## src/hdl/serial_setpoint_command_parser_assert.svh

```systemverilog
// ---------------------------------------------------------------------------
// Assertion macros for the serial setpoint command parser
// Clocked, reset-qualified checks for the asserting module, sspc_parser.
// ---------------------------------------------------------------------------
`ifndef SERIAL_SETPOINT_COMMAND_PARSER_ASSERT_SVH
`define SERIAL_SETPOINT_COMMAND_PARSER_ASSERT_SVH

// Condition must hold at every edge out of reset.
`define SSPC_ASSERT_ALWAYS(lbl, cond, msg) \
    lbl: assert property (@(posedge clk) disable iff (!rst_n) (cond)) \
        else $error(msg);

// Antecedent at one edge implies consequent at the next.
`define SSPC_ASSERT_NEXT(lbl, ante, cons, msg) \
    lbl: assert property (@(posedge clk) disable iff (!rst_n) (ante) |=> (cons)) \
        else $error(msg);

`endif

```

## src/hdl/sspc_pkg.sv

```systemverilog
// ---------------------------------------------------------------------------
// sspc_pkg
// Shared constants, types and helpers for the setpoint command parser.
// ---------------------------------------------------------------------------
package sspc_pkg;

    localparam int VALUE_BITS = 16;
    localparam int OUT_BITS   = 16;
    localparam int EXT_BITS   = (VALUE_BITS > OUT_BITS) ? VALUE_BITS : OUT_BITS;

    localparam logic [7:0] CHAR_HASH  = 8'h23;
    localparam logic [7:0] CHAR_COMMA = 8'h2C;
    localparam logic [7:0] CHAR_MINUS = 8'h2D;
    localparam logic [7:0] CHAR_ZERO  = 8'h30;
    localparam logic [7:0] CHAR_NINE  = 8'h39;
    localparam logic [VALUE_BITS-1:0] DECIMAL_BASE = VALUE_BITS'(10);

    localparam logic [2:0] START_LEN = 3'd5;
    localparam logic [2:0] STOP_LEN  = 3'd4;
    localparam logic [2:0] POS_MAX   = 3'd5;

    localparam logic [2:0] FIELD_LOW   = 3'd1;
    localparam logic [2:0] FIELD_HIGH  = 3'd2;
    localparam logic [2:0] FIELD_PWM   = 3'd3;
    localparam logic [2:0] FIELD_MAX   = 3'd7;

    typedef logic [VALUE_BITS-1:0] value_t;

    typedef struct packed {
        logic                       running;
        logic signed [OUT_BITS-1:0] low_threshold;
        logic signed [OUT_BITS-1:0] high_threshold;
        logic signed [OUT_BITS-1:0] pwm_rate;
        logic                       message_end;
    } result_t;

    function automatic logic [7:0] start_char(input logic [2:0] pos);
        logic [7:0] c;
        case (pos)
            3'd0:    c = 8'h73; // s
            3'd1:    c = 8'h74; // t
            3'd2:    c = 8'h61; // a
            3'd3:    c = 8'h72; // r
            3'd4:    c = 8'h74; // t
            default: c = 8'h00;
        endcase
        return c;
    endfunction

    function automatic logic [7:0] stop_char(input logic [2:0] pos);
        logic [7:0] c;
        case (pos)
            3'd0:    c = 8'h73; // s
            3'd1:    c = 8'h74; // t
            3'd2:    c = 8'h6F; // o
            3'd3:    c = 8'h70; // p
            default: c = 8'h00;
        endcase
        return c;
    endfunction

    // Sign-extend or truncate a setpoint to the output width
    function automatic logic signed [OUT_BITS-1:0] to_out(input value_t v);
        logic signed [EXT_BITS-1:0] e;
        e = EXT_BITS'($signed(v));
        return e[OUT_BITS-1:0];
    endfunction

endpackage

```

## src/hdl/sspc_in_stage.sv

```systemverilog
// ---------------------------------------------------------------------------
// sspc_in_stage
// Input register for received bytes, loaded whenever it empties downstream.
// ---------------------------------------------------------------------------
module sspc_in_stage
(
    input  logic       clk,
    input  logic       rst_n,
    input  logic       in_valid,
    output logic       in_stall,
    input  logic [7:0] rx_byte,
    input  logic       advance,
    output logic       byte_valid,
    output logic [7:0] byte_data
);
    logic       valid_reg;
    logic       valid_next;
    logic [7:0] byte_reg;
    logic       load;

    // Stalled only while a held byte cannot move on this cycle
    assign in_stall   = valid_reg && !advance;
    assign load       = in_valid && !in_stall;
    assign valid_next = load || (valid_reg && !advance);

    always_ff @(posedge clk or negedge rst_n)
    begin
        if (!rst_n)
        begin
            valid_reg <= 1'b0;
        end
        else
        begin
            valid_reg <= valid_next;
        end
    end

    always_ff @(posedge clk)
    begin
        if (load)
        begin
            byte_reg <= rx_byte;
        end
    end

    assign byte_valid = valid_reg;
    assign byte_data  = byte_reg;

endmodule

```

## src/hdl/sspc_parser.sv

```systemverilog
// ---------------------------------------------------------------------------
// sspc_parser
// Message and field state; one byte is folded in per advance.
// ---------------------------------------------------------------------------
module sspc_parser
(
    input  logic              clk,
    input  logic              rst_n,
    input  logic              advance,
    input  logic [7:0]        byte_data,
    output sspc_pkg::result_t result
);
    import sspc_pkg::*;

    `include "serial_setpoint_command_parser_assert.svh"

    logic [2:0] pos_reg,        pos_next;
    logic       start_reg,      start_next;
    logic       stop_reg,       stop_next;
    logic [2:0] field_reg,      field_next;
    value_t     acc_reg,        acc_next;
    logic       neg_reg,        neg_next;
    logic       closed_reg,     closed_next;
    logic       seen_reg,       seen_next;
    logic       running_reg,    running_next;
    value_t     low_reg,        low_next;
    value_t     high_reg,       high_next;
    value_t     pwm_reg,        pwm_next;

    logic       is_end;
    logic       is_digit;
    value_t     field_value;
    value_t     acc_scaled;
    value_t     digit_value;

    assign is_end      = (byte_data == CHAR_HASH);
    assign field_value = neg_reg ? (-acc_reg) : acc_reg;
    assign acc_scaled  = VALUE_BITS'(acc_reg * DECIMAL_BASE);
    assign digit_value = VALUE_BITS'(byte_data - CHAR_ZERO);

    always_comb
    begin
        is_digit     = byte_data inside {[CHAR_ZERO:CHAR_NINE]};
        pos_next     = pos_reg;
        start_next   = start_reg;
        stop_next    = stop_reg;
        field_next   = field_reg;
        acc_next     = acc_reg;
        neg_next     = neg_reg;
        closed_next  = closed_reg;
        seen_next    = seen_reg;
        running_next = running_reg;
        low_next     = low_reg;
        high_next    = high_reg;
        pwm_next     = pwm_reg;

        if (is_end)
        begin
            if (pos_reg >= START_LEN && start_reg)
            begin
                running_next = 1'b1;
            end
            else if (pos_reg >= STOP_LEN && stop_reg)
            begin
                running_next = 1'b0;
            end
            pos_next    = '0;
            start_next  = 1'b1;
            stop_next   = 1'b1;
            field_next  = '0;
            acc_next    = '0;
            neg_next    = 1'b0;
            closed_next = 1'b0;
            seen_next   = 1'b0;
        end
        else
        begin
            if (pos_reg < START_LEN && byte_data != start_char(pos_reg))
            begin
                start_next = 1'b0;
            end
            if (pos_reg < STOP_LEN && byte_data != stop_char(pos_reg))
            begin
                stop_next = 1'b0;
            end
            if (pos_reg < POS_MAX)
            begin
                pos_next = pos_reg + 3'd1;
            end

            if (byte_data == CHAR_COMMA)
            begin
                case (field_reg)
                    FIELD_LOW:  low_next  = field_value;
                    FIELD_HIGH: high_next = field_value;
                    FIELD_PWM:  pwm_next  = field_value;
                    default:    ;
                endcase
                if (field_reg < FIELD_MAX)
                begin
                    field_next = field_reg + 3'd1;
                end
                acc_next    = '0;
                neg_next    = 1'b0;
                closed_next = 1'b0;
                seen_next   = 1'b0;
            end
            else
            begin
                if (!seen_reg && byte_data == CHAR_MINUS)
                begin
                    neg_next = 1'b1;
                end
                else if (is_digit && !closed_reg)
                begin
                    acc_next = acc_scaled + digit_value;
                end
                else
                begin
                    closed_next = 1'b1;
                end
                seen_next = 1'b1;
            end
        end
    end

    always_ff @(posedge clk or negedge rst_n)
    begin
        if (!rst_n)
        begin
            pos_reg     <= '0;
            start_reg   <= 1'b1;
            stop_reg    <= 1'b1;
            field_reg   <= '0;
            acc_reg     <= '0;
            neg_reg     <= 1'b0;
            closed_reg  <= 1'b0;
            seen_reg    <= 1'b0;
            running_reg <= 1'b0;
            low_reg     <= '0;
            high_reg    <= '0;
            pwm_reg     <= '0;
        end
        else if (advance)
        begin
            pos_reg     <= pos_next;
            start_reg   <= start_next;
            stop_reg    <= stop_next;
            field_reg   <= field_next;
            acc_reg     <= acc_next;
            neg_reg     <= neg_next;
            closed_reg  <= closed_next;
            seen_reg    <= seen_next;
            running_reg <= running_next;
            low_reg     <= low_next;
            high_reg    <= high_next;
            pwm_reg     <= pwm_next;
        end
    end

    // Result reflects the state after this byte
    assign result.running        = running_next;
    assign result.low_threshold  = to_out(low_next);
    assign result.high_threshold = to_out(high_next);
    assign result.pwm_rate       = to_out(pwm_next);
    assign result.message_end    = is_end;

    `SSPC_ASSERT_ALWAYS(a_pos_range, pos_reg <= POS_MAX, "char position beyond saturation")
    `SSPC_ASSERT_ALWAYS(a_closed_seen, !closed_reg || seen_reg, "digits closed in empty field")
    `SSPC_ASSERT_NEXT(a_end_clears, advance && is_end,
        pos_reg == 3'd0 && field_reg == 3'd0 && start_reg && stop_reg && !seen_reg,
        "terminator did not clear message state")
    `SSPC_ASSERT_NEXT(a_hold_setpoints, !advance,
        $stable(low_reg) && $stable(high_reg) && $stable(pwm_reg) && $stable(running_reg),
        "setpoints changed without a byte")

endmodule

```

## src/hdl/serial_setpoint_command_parser.sv

```systemverilog
// ---------------------------------------------------------------------------
// serial_setpoint_command_parser
// Parses '#'-terminated setpoint and start/stop messages from serial bytes.
// ---------------------------------------------------------------------------
//  channel  | dir | handshake            | payload
//  ---------+-----+----------------------+--------------------------------------
//  input    | in  | in_valid / in_stall  | rx_byte
//  result   | out | out_valid / out_stall| running, low_threshold, high_threshold,
//           |     |                      | pwm_rate, message_end
//
//  One byte per cycle sustained while out_stall is low; each byte passes
//  through the input register, then the parser logic, then the result
//  register, from which its result is transferred.
//  Each byte yields exactly one result.
//  rst_n clears the parser state, setpoints and both valid flags.
//  While out_stall holds a result, one more byte is taken into the input
//  register; in_stall then rises until the result is transferred.
// ---------------------------------------------------------------------------
module serial_setpoint_command_parser
(
    input  logic                               clk,
    input  logic                               rst_n,
    input  logic                               in_valid,
    output logic                               in_stall,
    input  logic [7:0]                         rx_byte,
    output logic                               out_valid,
    input  logic                               out_stall,
    output logic                               running,
    output logic signed [sspc_pkg::OUT_BITS-1:0] low_threshold,
    output logic signed [sspc_pkg::OUT_BITS-1:0] high_threshold,
    output logic signed [sspc_pkg::OUT_BITS-1:0] pwm_rate,
    output logic                               message_end
);
    import sspc_pkg::*;

    logic       byte_valid;
    logic [7:0] byte_data;
    logic       advance;
    logic       out_load;
    result_t    result;
    result_t    result_reg;
    logic       out_valid_reg;

    assign out_load = !out_valid_reg || !out_stall;
    assign advance  = byte_valid && out_load;

    sspc_in_stage u_in_stage
    (
        .clk        (clk),
        .rst_n      (rst_n),
        .in_valid   (in_valid),
        .in_stall   (in_stall),
        .rx_byte    (rx_byte),
        .advance    (advance),
        .byte_valid (byte_valid),
        .byte_data  (byte_data)
    );

    sspc_parser u_parser
    (
        .clk       (clk),
        .rst_n     (rst_n),
        .advance   (advance),
        .byte_data (byte_data),
        .result    (result)
    );

    always_ff @(posedge clk or negedge rst_n)
    begin
        if (!rst_n)
        begin
            out_valid_reg <= 1'b0;
        end
        else if (out_load)
        begin
            out_valid_reg <= byte_valid;
        end
    end

    always_ff @(posedge clk)
    begin
        if (advance)
        begin
            result_reg <= result;
        end
    end

    assign out_valid      = out_valid_reg;
    assign running        = result_reg.running;
    assign low_threshold  = result_reg.low_threshold;
    assign high_threshold = result_reg.high_threshold;
    assign pwm_rate       = result_reg.pwm_rate;
    assign message_end    = result_reg.message_end;

endmodule

```

## config.mk

```make
export PLATFORM = sky130hd
export DESIGN_NAME = serial_setpoint_command_parser
export DESIGN_NICKNAME = d
export VERILOG_FILES = /design/src/hdl/sspc_pkg.sv /design/src/hdl/sspc_in_stage.sv /design/src/hdl/sspc_parser.sv /design/src/hdl/serial_setpoint_command_parser.sv
export VERILOG_INCLUDE_DIRS = /design/src /design/src/hdl
export SDC_FILE = /design/constraint.sdc
export NUM_CORES = 1
export LEC_CHECK = 0
export ABC_AREA = 0
export BUFFER_PORTS_ARGS = -buffer_cell sky130_fd_sc_hd__buf_2
export CAP_MARGIN = 20
export CORE_MARGIN = 10
export CORE_UTILIZATION = 30
export DETAILED_ROUTE_END_ITERATION = 7
export SLEW_MARGIN = 20
export SYNTH_ARGS = -nofsm -noshare
export SYNTH_HDL_FRONTEND = slang
export SYNTH_SLANG_ARGS = --single-unit
export TNS_END_PERCENT = 10
```

## constraint.sdc

```tcl
create_clock -name clk -period 9.59 [get_ports clk]
set_input_delay 0.4795 -clock clk [delete_from_list [all_inputs] [get_ports clk]]
set_output_delay 0.4795 -clock clk [all_outputs]
set_load 0.02 [all_outputs]
```

-- Word level (Yosys, flattened, before mapping)
Cells that the tools add are included.
- add/sub/neg operators: 5
- multiply operators: 1
- magnitude comparators: 7
- equal/unequal tests: 14
- muxes and demuxes: 39
- reductions and logical operators: 34
- operator list (cell ; number):
    16-bit 2-to-1 mux ; 14
    7-bit case mux with 4 select lines ; 2
    8-bit by 6-bit equality test with 1-bit output (second input constant) ; 3
    16-bit adder ; 1
    16-bit by 3-bit multiplier with 15-bit output (second input constant) ; 1
    1-bit 2-to-1 mux ; 16
    8-bit 2-to-1 mux ; 2
    8-bit != test ; 2
    16-bit negation ; 1
    3-bit 2-to-1 mux ; 5
    3-bit by 2-bit equality test with 1-bit output (second input constant) ; 4
    1-bit logical AND ; 10
    2-bit nonzero test ; 5
    3-bit less-than comparator (second input constant) ; 3
    3-bit AND reduction ; 3
    8-bit by 6-bit subtractor with 9-bit output (second input constant) ; 1
    8-bit by 6-bit >= comparator with 1-bit output (second input constant) ; 1
    8-bit by 6-bit <= comparator with 1-bit output (second input constant) ; 1
    2-bit AND reduction ; 4
    3-bit by 1-bit adder with 3-bit output (second input constant) ; 2
    3-bit by 1-bit equality test with 1-bit output (second input constant) ; 2
    3-bit >= comparator (second input constant) ; 2
    1-bit zero test ; 6
    3-bit by 1-bit != test with 1-bit output (second input constant) ; 2
    other kinds (5) ; 7
- register bits after elaboration: 136
- input bits: 12
- output and inout bits: 52
- word-level logic and storage cells: 120

-- Depth between registers and ports, before layout
Gate-level depths: netlist of run 1.
- depth in word-level cells: 8
- depth in mapped cells: 16
- mapped depth without buffers: 16

-- Modules after synthesis
A second synthesis of run 1 with hierarchy kept.
- cell total of the unflattened synthesis: 669
- area total of the unflattened synthesis: 7307.0 um^2
- by module, submodules not included (module ; instances ; cells each ; area each (um^2) ; seq. area each (um^2)):
    sspc_parser ; 1 ; 603 ; 5464.0 ; 1904.3
    serial_setpoint_command_parser ; 1 ; 53 ; 1545.2 ; 1526.5
    sspc_in_stage ; 1 ; 13 ; 297.8 ; 265.3

-- Least setup slack after synthesis of run 1
No wires, ideal clock.
- kind: register to register
- from: reg u_parser.acc_reg[1]
- to: reg u_parser.acc_reg[15]
- setup time: 121 ps
- arrival time: 3778 ps
- required time: 9469 ps
- setup slack: 5691 ps
- cell stages (with the launch flop): 17
- buffers on the path: 0
- period minus slack after synthesis: 3899 ps
- cell sequence: dfrtp_1 -> ha_1 -> ha_1 -> fa_1 -> a21o_1 -> a21oi_1 -> o21bai_1 -> a2111oi_0 -> nor2_1 -> xnor2_1 -> ha_1 -> a21oi_1 -> nor2_1 -> o21a_1 -> a311oi_1 -> xnor2_1 -> a22o_1
- word-level cells in the longest chain between the ends: 6
- ends and longest elaborated chain (item ; line ; source):
    start, declared ; sspc_parser.sv:21 ; value_t acc_reg, acc_next;
    start signal, assigned ; sspc_parser.sv:150 ; acc_reg <= acc_next;
    16-bit by 3-bit multiplier with 15-bit output ; sspc_parser.sv:38 ; assign acc_scaled = VALUE_BITS'(acc_reg * DECIMAL_BASE);
    16-bit adder ; sspc_parser.sv:116 ; acc_next = acc_scaled + digit_value;
    16-bit 2-to-1 mux ; sspc_parser.sv:114 ; else if (is_digit && !closed_reg)
    16-bit 2-to-1 mux ; sspc_parser.sv:110 ; if (!seen_reg && byte_data == CHAR_MINUS)
    16-bit 2-to-1 mux ; sspc_parser.sv:91 ; if (byte_data == CHAR_COMMA)
    16-bit 2-to-1 mux ; sspc_parser.sv:57 ; if (is_end)
Every way passes these cells. The select of a mux whose other input is x is not followed.
A chain may end at the register's enable or synchronous reset.

-- Final worst setup path of run 1
Ends and elaborated chain as after synthesis.

==> results by group, run 1 <==
Routing
  – DRT antenna net count: 0
  – Number of vias per cell after detailed routing: 4.71
  – Number of search-and-repair iterations in the first detailed-routing pass: 4
  – Vias: 4,963
  – Post-DR wirelength/cell: 14.1 um
  – Number of DRC violations after detailed-routing iteration 0: 361
  – Residual DRC count: 0
  – Final wirelength: 14.9 mm

Global route
  – Largest net degree at the start of global routing: 75
  – Global routing usage summed across all routing layers: 9.87%
  – Initial antenna violation count: 1
  – First-pass GRT wire length: 24.8 mm
  – Number of global-route vias before repair: 4,885
  – Global-route congestion overflow total: 0

Clock network
  – Root Buffer Master: sky130_fd_sc_hd__clkbuf_16
  – Clock-pin transition on the worst setup and hold timing paths: 70 ps
  – Clock tree from TritonCTS: done
  – Clock Path Buffers: 2
  – Count of H-tree levels built during CTS: 4
  – Number of sinks handled by clock tree synthesis: 136
  – Num CTS Buffers: 17
  – Clock latency on the worst-skew pair: 440 ps
  – Cts repair resizes: 0

Run
  – Max_cap viols: 0

Worst setup path
  – Type of element capturing the critical path: flip-flop
  – Critical path peak fanout: 7
  – Crit Path Category: reg2reg
  – Required time of the critical path: 9900 ps
  – Crit-path slowest cell: sky130_fd_sc_hd__a2111oi_0
  – Slowest Stage Delay on Critical Path: 550 ps
  – Data arrival, critical path: 4480 ps
  – Startpoint kind of the worst setup timing path: flip-flop
  – Most prevalent standard cell on the critical path: sky130_fd_sc_hd__ha_1
  – Sequence of cells on the critical path: ha_1 -> ha_1 -> fa_1 -> a21o_1 -> a21oi_1 -> o21bai_1 -> a2111oi_0 -> nor2_1 -> xnor2_1 -> ha_1 -> a21oi_1 -> nor2_1 -> o21a_1 -> a311oi_1 -> xnor2_1 -> a22o_1

Worst hold path
  – Type of the most critical hold path: in2reg

Floorplanning
  – Core ar.: 23,600 sq um
  – Starting density of the core: 30.6%
  – DIE WIDTH: 175 um
  – Floorplan row count: 56
  – Number of ports placed on the die boundary: 64
  – Vertical die dimension: 175 um
  – Die ar.: 30,700 sq um

Timing
  – Final hold viol count: 0
  – Number of pins exceeding their max-slew limit in the final report: 0
  – Summed negative setup slack over all endpoints: 0 ps
  – Total setup violations reported at the end of the flow: 0
  – Transition time at the pin with the least slew margin: 974 ps
  – Final critical-path share of the clock period: 43.5%
  – Clock period minus final worst setup slack: 4170 ps
  – Achievable Freq: 240 MHz
  – Slew headroom: 34.9%
  – Unrepaired setup endpoints after global routing: false
  – Final worst clock skew: 19.0 ps

Yosys
  – Synthesis-stage register bit count: 136
  – Cell type contributing the most total cell area after synthesis: sky130_fd_sc_hd__dfrtp_1
  – Fraction of registers with async set/reset: 57.4%
  – Library cell with the highest instance count after synthesis: sky130_fd_sc_hd__nand2_1
  – Cells after Synth: 661
  – Leading register cell type out of synthesis: sky130_fd_sc_hd__dfrtp_1
  – Cell area after synthesis: 7220 sq um
  – Most frequent cells after synthesis: sky130_fd_sc_hd__nand2_1 (90), sky130_fd_sc_hd__dfrtp_1 (76), sky130_fd_sc_hd__o21ai_0 (75)
  – Total of warnings raised by yosys: 0
  – Dominant cells by area after synthesis: sky130_fd_sc_hd__dfrtp_1 (26%), sky130_fd_sc_hd__edfxtp_1 (24%), sky130_fd_sc_hd__ha_1 (8.5%)
  – Share of synthesized area occupied by flip-flops and latches: 51.2%
  – Count of cell types in the netlist: 54
  – Synthesized Nets: 724
  – Mean post-synth cell area: 10.9 sq um
  – Area share of the leading cell type in the synthesized netlist: 26.3%
  – Number of enable flip-flop cells after synthesis: 58

Layout
  – Synth-to-layout area growth: 16.6%
  – Layout cells sized above 1: 19.6%
  – Final net count: 785
  – Fillers: 2,323
  – Finished Cell Area: 8420 sq um
  – Diodes inserted: 0

Placed design
  – Routability congestion estimate: 0.802
  – Post-DP Area: 7830 sq um
  – Count of buffers from port buffering: 63
  – Estimated wirelength of the detail-placed design: 10.7 mm

Power and ir drop
  – Worst VDD drop: 0.144 mV
  – Leak pwr: 3.72 nW
  – Total power divided by cell area: 241 nW/um^2

Status
  – Status: finished clean
## kinds of logic after synthesis
| logic type | share of synthesized area [%] |
|---|---|
| AOI/OAI and AO/OA | 16.4 |
| xor gates and xnor gates | 5.42 |
| adders and majority gates | 9.04 |
| buffers and inverters | 3.10 |
| DFF | 51.2 |
| muxes | 4.95 |
| and+or+nand+nor | 9.86 |
## final timing paths
check,start,endpoint,slack [ps],cells after the start
hold / removal,rx_byte[0],u_in_stage.byte_data[0]$_DFFE_PP_,220,1
setup / recovery,u_parser.acc_reg[1]$_DFFE_PN0P_,u_parser.acc_reg[15]$_DFFE_PN0P_,5420,16
hold reg to reg,u_parser.low_reg[0]$_DFFE_PN0P_,u_parser.low_reg[0]$_DFFE_PN0P_,480,2
max in group asynchronous,rst_n,u_parser.pwm_reg[13]$_DFFE_PN0P_,8070,3
min in group asynchronous,rst_n,u_in_stage.byte_valid$_DFF_PN0_,380,2
setup reg to reg,u_parser.acc_reg[1]$_DFFE_PN0P_,u_parser.acc_reg[15]$_DFFE_PN0P_,5420,16
## through the flow
| stage | hold slack, ps | utilization [%] | power [W] | std cells | setup slack, ps |
|---|---|---|---|---|---|
| finish | 216 | 35.7 | 0.00203 | 1054 | 5420 |
| global route | 210 | 35.7 | 0.00216 | 1054 | 5130 |
| CTS | 206 | 35.6 | 0.00204 | 1054 | 5400 |
| detailed placement | 285 | 33.2 | 0.00141 | 1021 | 5390 |
| global placement | 283 | 33.2 | 0.00140 | 1021 | 5400 |
| floorplan | 184 | - | 0.00124 | 661 | 5690 |
## final cells by class
cell class / count / area [sq um] / area share [%]
inverters: 20 / 76.3 / 0.907
well taps: 319 / 399 / 4.74
flip-flops and latches: 136 / 3700 / 43.9
clock inverters: 15 / 149 / 1.77
repair buffers: 69 / 365 / 4.34
clock buffers: 17 / 425 / 5.05
multi-input cells: 478 / 3310 / 39.3
## layout by cell type (no fill, tap or decap), types with 7 or more instances in the layout
cell                         n
sky130_fd_sc_hd__a22o_1     14
sky130_fd_sc_hd__o31ai_1     8
sky130_fd_sc_hd__a21oi_1    37
sky130_fd_sc_hd__nor2_1     41
sky130_fd_sc_hd__a21o_1      8
sky130_fd_sc_hd__clkbuf_16  17
sky130_fd_sc_hd__dfrtp_1    76
sky130_fd_sc_hd__nand2_1    90
sky130_fd_sc_hd__inv_1      18
sky130_fd_sc_hd__xnor2_1    21
sky130_fd_sc_hd__xor2_1     20
sky130_fd_sc_hd__o21a_1      8
sky130_fd_sc_hd__nand3_1     7
sky130_fd_sc_hd__ha_1       49
sky130_fd_sc_hd__o21ai_0    75
sky130_fd_sc_hd__buf_2      62
sky130_fd_sc_hd__edfxtp_1   58
sky130_fd_sc_hd__mux2_2     30
## where the power goes
part           internal, W  switching, W
Clock             0.000346      0.000286
Combinational     0.000279      0.000393
Sequential        0.000656     0.0000668
Total              0.00128      0.000745
## routing by layer
| layer | global-route usage (%) | wire length (um) | vias up |
|---|---|---|---|
| met5 | 0 | 20 | - |
| met4 | 4.20 | 294 | 2 |
| met3 | 3.10 | 895 | 21 |
| met2 | 14.8 | 6430 | 115 |
| met1 | 12.8 | 7260 | 2308 |
| li1 | - | - | 2517 |
## repair_timing
item	in CTS	in global routing
hold buffers	1	0
buffers inserted	0	0
endpoints found under the hold margin	4	0
## worst max-delay path: cells and delay by family (launching register included)
family          cells  cell delay (ps)
flops               1              460
fa+ha+maj           4             1320
simple gates        2              180
xor+xnor            2              250
compound gates      8             1840
No activity file was read; power rests on OpenSTA's default activity.
==> run 2, diff against run 1 <==
--- a/config.mk
+++ b/config.mk
@@ -6,7 +6,7 @@
 export SDC_FILE = /design/constraint.sdc
 export NUM_CORES = 1
 export LEC_CHECK = 0
-export ABC_AREA = 0
+export ABC_AREA = 1
 export BUFFER_PORTS_ARGS = -buffer_cell sky130_fd_sc_hd__buf_2
 export CAP_MARGIN = 20
 export CORE_MARGIN = 10
==> constraint.sdc (replaced) <==
create_clock -name clk -period 3.5 [get_ports clk]
set_input_delay 0.175 -clock clk [delete_from_list [all_inputs] [get_ports clk]]
set_output_delay 0.175 -clock clk [all_outputs]
set_load 0.02 [all_outputs]
==> results by group, run 2 <==
Status
  – Status: finished clean

Global route
  – Global-route congestion overflow total: 0 (unchanged)
  – Largest net degree at the start of global routing: 61 (-19%)
  – First-pass GRT wire length: 32.6 mm (+31%)
  – Number of global-route vias before repair: 6,521 (+33%)
  – Global routing usage summed across all routing layers: 11.8% (+1.9 points)
  – Initial antenna violation count: 0 (-1)

Yosys
  – Synthesis-stage register bit count: 136 (unchanged)
  – Count of cell types in the netlist: 40 (-26%)
  – Number of enable flip-flop cells after synthesis: 58 (unchanged)
  – Leading register cell type out of synthesis: sky130_fd_sc_hd__dfrtp_1
  – Library cell with the highest instance count after synthesis: sky130_fd_sc_hd__nand2_1
  – Cell type contributing the most total cell area after synthesis: sky130_fd_sc_hd__dfrtp_1
  – Cell area after synthesis: 7960 sq um (+10%)
  – Synthesized Nets: 1,022 (+41%)
  – Area share of the leading cell type in the synthesized netlist: 23.9% (-2.5 points)
  – Share of synthesized area occupied by flip-flops and latches: 46.4% (-4.8 points)
  – Fraction of registers with async set/reset: 57.4% (unchanged)
  – Total of warnings raised by yosys: 0 (unchanged)
  – Most frequent cells after synthesis: sky130_fd_sc_hd__nand2_1 (310), sky130_fd_sc_hd__nand3_1 (99), sky130_fd_sc_hd__inv_1 (79)
  – Cells after Synth: 959 (+45%)
  – Dominant cells by area after synthesis: sky130_fd_sc_hd__dfrtp_1 (24%), sky130_fd_sc_hd__edfxtp_1 (22%), sky130_fd_sc_hd__nand2_1 (15%)
  – Mean post-synth cell area: 8.30 sq um (-24%)

Placed design
  – Post-DP Area: 8640 sq um (+10%)
  – Estimated wirelength of the detail-placed design: 14.3 mm (+34%)
  – Placed cell count: 1,341 (+31%)
  – Count of buffers from port buffering: 63 (unchanged)
  – Routability congestion estimate: 0.873 (+8.8%)

Clock network
  – Clock tree from TritonCTS: done
  – Root Buffer Master: sky130_fd_sc_hd__clkbuf_16
  – Setup bufs post-CTS: 0 (unchanged)
  – Num CTS Buffers: 17 (unchanged)
  – Number of sinks handled by clock tree synthesis: 136 (unchanged)
  – Clock-pin transition on the worst setup and hold timing paths: 70 ps (about the same)
  – Clock latency on the worst-skew pair: 430 ps (about the same)
  – Clock Path Buffers: 2 (unchanged)
  – Count of H-tree levels built during CTS: 4 (unchanged)

Timing
  – Clock period minus final worst setup slack: 3240 ps (-935 ps)
  – Achievable Freq: 309 MHz (+29%)
  – Final worst clock skew: 20.5 ps (+1.51 ps)
  – Final critical-path share of the clock period: 92.6% (+49 points)
  – Slew headroom: 45.6% (+11 points)
  – Unrepaired setup endpoints after global routing: false
  – Transition time at the pin with the least slew margin: 816 ps (-159 ps)
  – Summed negative setup slack over all endpoints: 0 ps (unchanged)
  – Number of pins exceeding their max-slew limit in the final report: 0 (unchanged)
  – Final hold viol count: 0 (unchanged)
  – Total setup violations reported at the end of the flow: 0 (unchanged)

Run
  – Max_cap viols: 0 (unchanged)

Worst setup path
  – Data arrival, critical path: 3560 ps (-920 ps)
  – Crit Path Category: reg2reg
  – Worst R2R Setup Slack: 260 ps (-5160 ps)
  – Startpoint kind of the worst setup timing path: flip-flop
  – Critical path peak fanout: 5 (-2)
  – Required time of the critical path: 3820 ps (-6080 ps)
  – Type of element capturing the critical path: flip-flop

Layout
  – Fillers: 2,644 (+14%)
  – Most common library cell in the layout ignoring fill and taps: sky130_fd_sc_hd__nand2_1
  – Diodes inserted: 0 (unchanged)
  – Finished Cell Area: 9370 sq um (+11%)
  – Most used cells in the layout excluding fill and tap cells: sky130_fd_sc_hd__nand2_1 (309), sky130_fd_sc_hd__nand3_1 (99), sky130_fd_sc_hd__inv_1 (78)
  – Post-layout utilization of the core: 36.0% (+0.31 points)
  – Synth-to-layout area growth: 17.7%
  – Final non-filler cell total: 1,383 (+31%)
  – Layout cells sized above 1: 14.1% (-5.5 points)
  – Final net count: 1,098 (+40%)

Power and ir drop
  – Worst VDD drop: 0.328 mV (+130%)
  – Total power divided by cell area: 813 nW/um^2 (+240%)
  – Leak pwr: 4.66 nW (+25%)
  – Total design power: 0.00762 W (+280%)

Worst hold path
  – Type of the most critical hold path: in2reg

Routing
  – Final wirelength: 19.4 mm (+30%)
  – Post-DR wirelength/cell: 14.0 um (-0.82%)
  – DRT antenna net count: 0 (unchanged)
  – Number of vias per cell after detailed routing: 4.70 (-0.16%)
  – Number of DRC violations after detailed-routing iteration 0: 489 (+35%)
  – Number of search-and-repair iterations in the first detailed-routing pass: 5 (+1)
  – Vias: 6,502 (+31%)
  – Residual DRC count: 0 (unchanged)

Floorplanning
  – Core ar.: 26,100 sq um (+10%)
  – Starting density of the core: 30.6% (about the same)
  – DIE WIDTH: 183 um (+4.4%)
  – Die ar.: 33,500 sq um (+9.1%)
  – Floorplan row count: 59 (+5.4%)
  – Vertical die dimension: 183 um (+4.4%)
  – Number of ports placed on the die boundary: 64 (unchanged)
[run 2: changes by cell type after synthesis, sizes merged, moves of 12 or more]
cell,previous run,this run
clkbuf,22,8
buf,5,17
nand3,7,103
o21ai,75,61
a21oi,37,21
or2,2,29
nor2,41,56
and2,2,27
mux2,30,0
a22o,15,0
nand2,90,313
inv,18,81
[run 2: report_power, final]
group          leakage (nW)  internal [W]  total (W)  switching (W)
combinational          2.75       0.00132    0.00364        0.00233
clock                 0.307       0.00110    0.00192       0.000825
sequential             1.61       0.00186    0.00205       0.000190
total                  4.66       0.00427    0.00762        0.00334
[run 2: logic make-up (layout without fill, tap and decap cells)]
| logic type | count (synthesis) | count (layout) | share of synthesized area (%) |
|---|---|---|---|
| AO/OA/AOI/OAI | 93 | 93 | 6.25 |
| XOR/XNOR | 26 | 26 | 2.86 |
| adder cells (fa/ha/maj) | 51 | 51 | 8.20 |
| buffers and inverters | 106 | 195 | 5.62 |
| flip-flops | 136 | 136 | 46.4 |
| AND/OR/NAND/NOR | 547 | 547 | 30.7 |
[run 2: worst max-delay path, stage by stage (launching register included)]
cell and delay (ps):
sky130_fd_sc_hd__dfrtp_1 430, sky130_fd_sc_hd__ha_1 310, sky130_fd_sc_hd__ha_1 230, sky130_fd_sc_hd__fa_1 470
sky130_fd_sc_hd__nand3_1 100, sky130_fd_sc_hd__nand2_1 70, sky130_fd_sc_hd__xnor2_1 150, sky130_fd_sc_hd__inv_1 60
sky130_fd_sc_hd__ha_1 330, sky130_fd_sc_hd__nand2_1 160, sky130_fd_sc_hd__inv_1 50, sky130_fd_sc_hd__nand2_1 60
sky130_fd_sc_hd__nand2_1 80, sky130_fd_sc_hd__inv_1 70, sky130_fd_sc_hd__nand3_1 100, sky130_fd_sc_hd__or2_2 280
sky130_fd_sc_hd__nand3_1 110, sky130_fd_sc_hd__nand2_1 70
[run 2: area by class of cell]
class	instances	area (sq um)	share of cell area [%]
inverter	81	305	3.26
clock inverter	15	196	2.10
multi-input combinational	717	3830	40.9
timing repair buffer	82	498	5.31
sequential	136	3700	39.4
clock buffer	17	425	4.54
tap	335	419	4.47
[run 2: per-stage QoR]
| stage | hold WS, ps | worst slack, ps |
|---|---|---|
| after CTS | 15.7 | 251 |
| final | 17.8 | 260 |
| after floorplan | -121 | 528 |
| after global routing | 67.6 | 12.9 |
| after global placement | 337 | 305 |
| after detailed placement | 325 | 269 |
[run 2: path summary, 6_finish.rpt]
path                       cells past startpoint                               end                             from
max                                           17  u_parser.acc_reg[10]$_DFFE_PN0P_  u_parser.acc_reg[1]$_DFFE_PN0P_
min                                            3             out_valid$_DFFE_PN0P_                        out_stall
max reg2reg                                   17  u_parser.acc_reg[10]$_DFFE_PN0P_  u_parser.acc_reg[1]$_DFFE_PN0P_
min reg2reg                                    2     u_parser.stop_reg$_DFFE_PN1P_    u_parser.stop_reg$_DFFE_PN1P_
max in group asynchronous                      3     u_parser.stop_reg$_DFFE_PN1P_                            rst_n
min in group asynchronous                      2   u_parser.acc_reg[1]$_DFFE_PN0P_                            rst_n
[run 2: repair_timing]
item / in CTS / in global routing
gates resized for setup: 0 / 3
hold buffers: 10 / 0
setup endpoints to repair: 0 / 3
hold endpoints to repair: 68 / 0
[run 2: per-layer routing]
layer,wire [um],vias to the layer above,global-route usage (%)
met5,0,-,0
met4,246,0,3.42
met3,860,19,2.83
met2,9000,147,19.2
met1,9270,3044,15.3
li1,-,3292,-
==> run 3, diff against run 2 <==
--- a/config.mk
+++ b/config.mk
@@ -9,9 +9,12 @@
 export ABC_AREA = 1
 export BUFFER_PORTS_ARGS = -buffer_cell sky130_fd_sc_hd__buf_2
 export CAP_MARGIN = 20
+export CELL_PAD_IN_SITES_DETAIL_PLACEMENT = 0
+export CELL_PAD_IN_SITES_GLOBAL_PLACEMENT = 1
 export CORE_MARGIN = 10
 export CORE_UTILIZATION = 30
 export DETAILED_ROUTE_END_ITERATION = 7
+export PLACE_DENSITY_LB_ADDON = 0.1
 export SLEW_MARGIN = 20
 export SYNTH_ARGS = -nofsm -noshare
 export SYNTH_HDL_FRONTEND = slang
==> results by group, run 3 (synthesis results as in run 2) <==
Status
  – Status: finished clean

Worst setup path
  – Critical path peak fanout: 5 (unchanged)
  – Type of element capturing the critical path: flip-flop
  – Crit Path Category: reg2reg
  – Startpoint kind of the worst setup timing path: flip-flop
  – Data arrival, critical path: 3570 ps (about the same)
  – Required time of the critical path: 3810 ps (about the same)

Floorplanning
  – Number of ports placed on the die boundary: 64 (unchanged)
  – DIE WIDTH: 183 um (unchanged)
  – Starting density of the core: 30.6% (unchanged)
  – Floorplan row count: 59 (unchanged)
  – Die ar.: 33,500 sq um (unchanged)
  – Core ar.: 26,100 sq um (unchanged)
  – Vertical die dimension: 183 um (unchanged)

Routing
  – Number of vias per cell after detailed routing: 4.55 (-3.3%)
  – Number of search-and-repair iterations in the first detailed-routing pass: 4 (-1)
  – Residual DRC count: 0 (unchanged)
  – Number of DRC violations after detailed-routing iteration 0: 373 (-24%)
  – Vias: 6,305 (-3.0%)
  – DRT antenna net count: 0 (unchanged)
  – Final wirelength: 21.0 mm (+8.4%)
  – Post-DR wirelength/cell: 15.1 um (+8.1%)

Clock network
  – Clock tree from TritonCTS: done
  – Root Buffer Master: sky130_fd_sc_hd__clkbuf_16
  – Number of sinks handled by clock tree synthesis: 136 (unchanged)
  – Num CTS Buffers: 17 (unchanged)
  – Setup bufs post-CTS: 0 (unchanged)
  – Clock-pin transition on the worst setup and hold timing paths: 70 ps (about the same)
  – Count of H-tree levels built during CTS: 4 (unchanged)
  – Clock latency on the worst-skew pair: 420 ps (about the same)
  – Clock Path Buffers: 2 (unchanged)

Timing
  – Transition time at the pin with the least slew margin: 911 ps (+95.6 ps)
  – Total setup violations reported at the end of the flow: 0 (unchanged)
  – Final hold viol count: 0 (unchanged)
  – Number of pins exceeding their max-slew limit in the final report: 0 (unchanged)
  – Slew headroom: 39.3% (-6.4 points)
  – Final hold slack: 34.3 ps (+16.5 ps)
  – Final worst clock skew: 13.0 ps (-7.54 ps)
  – Summed negative setup slack over all endpoints: 0 ps (unchanged)
  – Unrepaired setup endpoints after global routing: false
  – Final critical-path share of the clock period: 93.1% (+0.54 points)
  – Clock period minus final worst setup slack: 3260 ps (+19.0 ps)
  – Achievable Freq: 307 MHz (-0.58%)
  – Smallest setup slack after layout: 241 ps (-19.0 ps)

Power and ir drop
  – Total design power: 0.00762 W (about the same)
  – Worst VDD drop: 0.306 mV (-6.6%)
  – Total power divided by cell area: 815 nW/um^2 (+0.27%)
  – Leak pwr: 4.64 nW (-0.43%)

Global route
  – First-pass GRT wire length: 34.2 mm (+5.0%)
  – Number of global-route vias before repair: 6,218 (-4.6%)
  – Global-route congestion overflow total: 0 (unchanged)
  – Global routing usage summed across all routing layers: 12.8% (+0.94 points)
  – Initial antenna violation count: 0 (unchanged)
  – Largest net degree at the start of global routing: 65 (+6.6%)

Worst hold path
  – Type of the most critical hold path: in2reg

Placed design
  – Routability congestion estimate: 0.838 (-4.0%)
  – Count of buffers from port buffering: 63 (unchanged)
  – Pre-CTS setup slack: 227 ps (-42.3 ps)
  – Estimated wirelength of the detail-placed design: 15.7 mm (+9.9%)

Layout
  – Most used cells in the layout excluding fill and tap cells: sky130_fd_sc_hd__nand2_1 (309), sky130_fd_sc_hd__nand3_1 (99), sky130_fd_sc_hd__inv_1 (78)
  – Fillers: 2,730 (+3.3%)
  – Layout cells sized above 1: 14.4% (+0.33 points)
  – Final net count: 1,102 (+0.36%)
  – Most common library cell in the layout ignoring fill and taps: sky130_fd_sc_hd__nand2_1
  – Synth-to-layout area growth: 17.5%
  – Diodes inserted: 0 (unchanged)

Run
  – Max_cap viols: 0 (unchanged)
-- run 3: changes by cell type in the layout (fill, tap and decap cells not counted), sizes merged --
| cell | change |
|---|---|
| clkinv | -1 |
| bufinv | -2 |
| inv | -2 |
| buf | +4 |
| clkinvlp | +5 |
-- run 3: worst paths after layout --
kind / end / cells past startpoint / slack [ps] / startpoint
worst max-delay path: u_parser.acc_reg[10]$_DFFE_PN0P_ / 17 / 240 / u_parser.acc_reg[1]$_DFFE_PN0P_
worst min-delay path: out_valid$_DFFE_PN0P_ / 3 / 30 / out_stall
worst max register to register: u_parser.acc_reg[10]$_DFFE_PN0P_ / 17 / 240 / u_parser.acc_reg[1]$_DFFE_PN0P_
worst min register to register: u_parser.start_reg$_DFFE_PN1P_ / 2 / 460 / u_parser.start_reg$_DFFE_PN1P_
max in group asynchronous: u_parser.acc_reg[7]$_DFFE_PN0P_ / 3 / 2290 / rst_n
min in group asynchronous: u_parser.high_reg[4]$_DFFE_PN0P_ / 2 / 400 / rst_n
-- run 3: power breakdown --
part           total, W  switching, W  internal (W)
clock           0.00172      0.000787      0.000934
sequential      0.00206      0.000201       0.00186
combinational   0.00384       0.00248       0.00135
total           0.00762       0.00347       0.00415
-- run 3: per-layer routing --
layer / vias to the layer above / global-route usage (%) / share of wire (%)
met1: 2895 / 17.2 / 50
met5: - / 0 / 0
li1: 3309 / - / -
met4: 0 / 3.45 / 0.98
met2: 89 / 20.3 / 46
met3: 12 / 2.81 / 3.4
-- run 3: worst max-delay path, cell delays in order (launching register included) --
cell	delay, ps
sky130_fd_sc_hd__dfrtp_1	440
sky130_fd_sc_hd__ha_1	320
sky130_fd_sc_hd__ha_1	230
sky130_fd_sc_hd__fa_1	460
sky130_fd_sc_hd__nand3_1	110
sky130_fd_sc_hd__nand2_1	70
sky130_fd_sc_hd__xnor2_1	170
sky130_fd_sc_hd__inv_1	100
sky130_fd_sc_hd__ha_1	330
sky130_fd_sc_hd__nand2_1	150
sky130_fd_sc_hd__inv_1	50
sky130_fd_sc_hd__nand2_1	60
sky130_fd_sc_hd__nand2_1	70
sky130_fd_sc_hd__inv_1	60
sky130_fd_sc_hd__nand3_1	110
sky130_fd_sc_hd__or2_2	290
sky130_fd_sc_hd__nand3_1	80
sky130_fd_sc_hd__nand2_1	50
-- run 3: final cells by class --
cell class	count	area [sq um]	area share (%)
tap	335	419	4.48
multi-input combinational	717	3830	40.9
clock inverter	15	136	1.46
timing repair buffer	86	541	5.78
inverter	81	307	3.28
sequential	136	3700	39.5
clock buffer	17	425	4.55
-- run 3: repair_timing --
item                                    CTS  global route
resized for setup                         0             3
hold buffers                             10             0
endpoints found under the setup margin    0             4
hold endpoints to repair                 70             0
-- run 3: through the flow --
stage / instances / util (%) / cell area, sq um
6_report: 1387 / 35.9 / 9350
5_1_grt: 1387 / 35.9 / 9350
4_1_cts: 1387 / 35.9 / 9350
3_5_place_dp: 1345 / 33.3 / 8680
3_3_place_gp: 1345 / 33.3 / 8680
2_1_floorplan: 959 / - / 7960
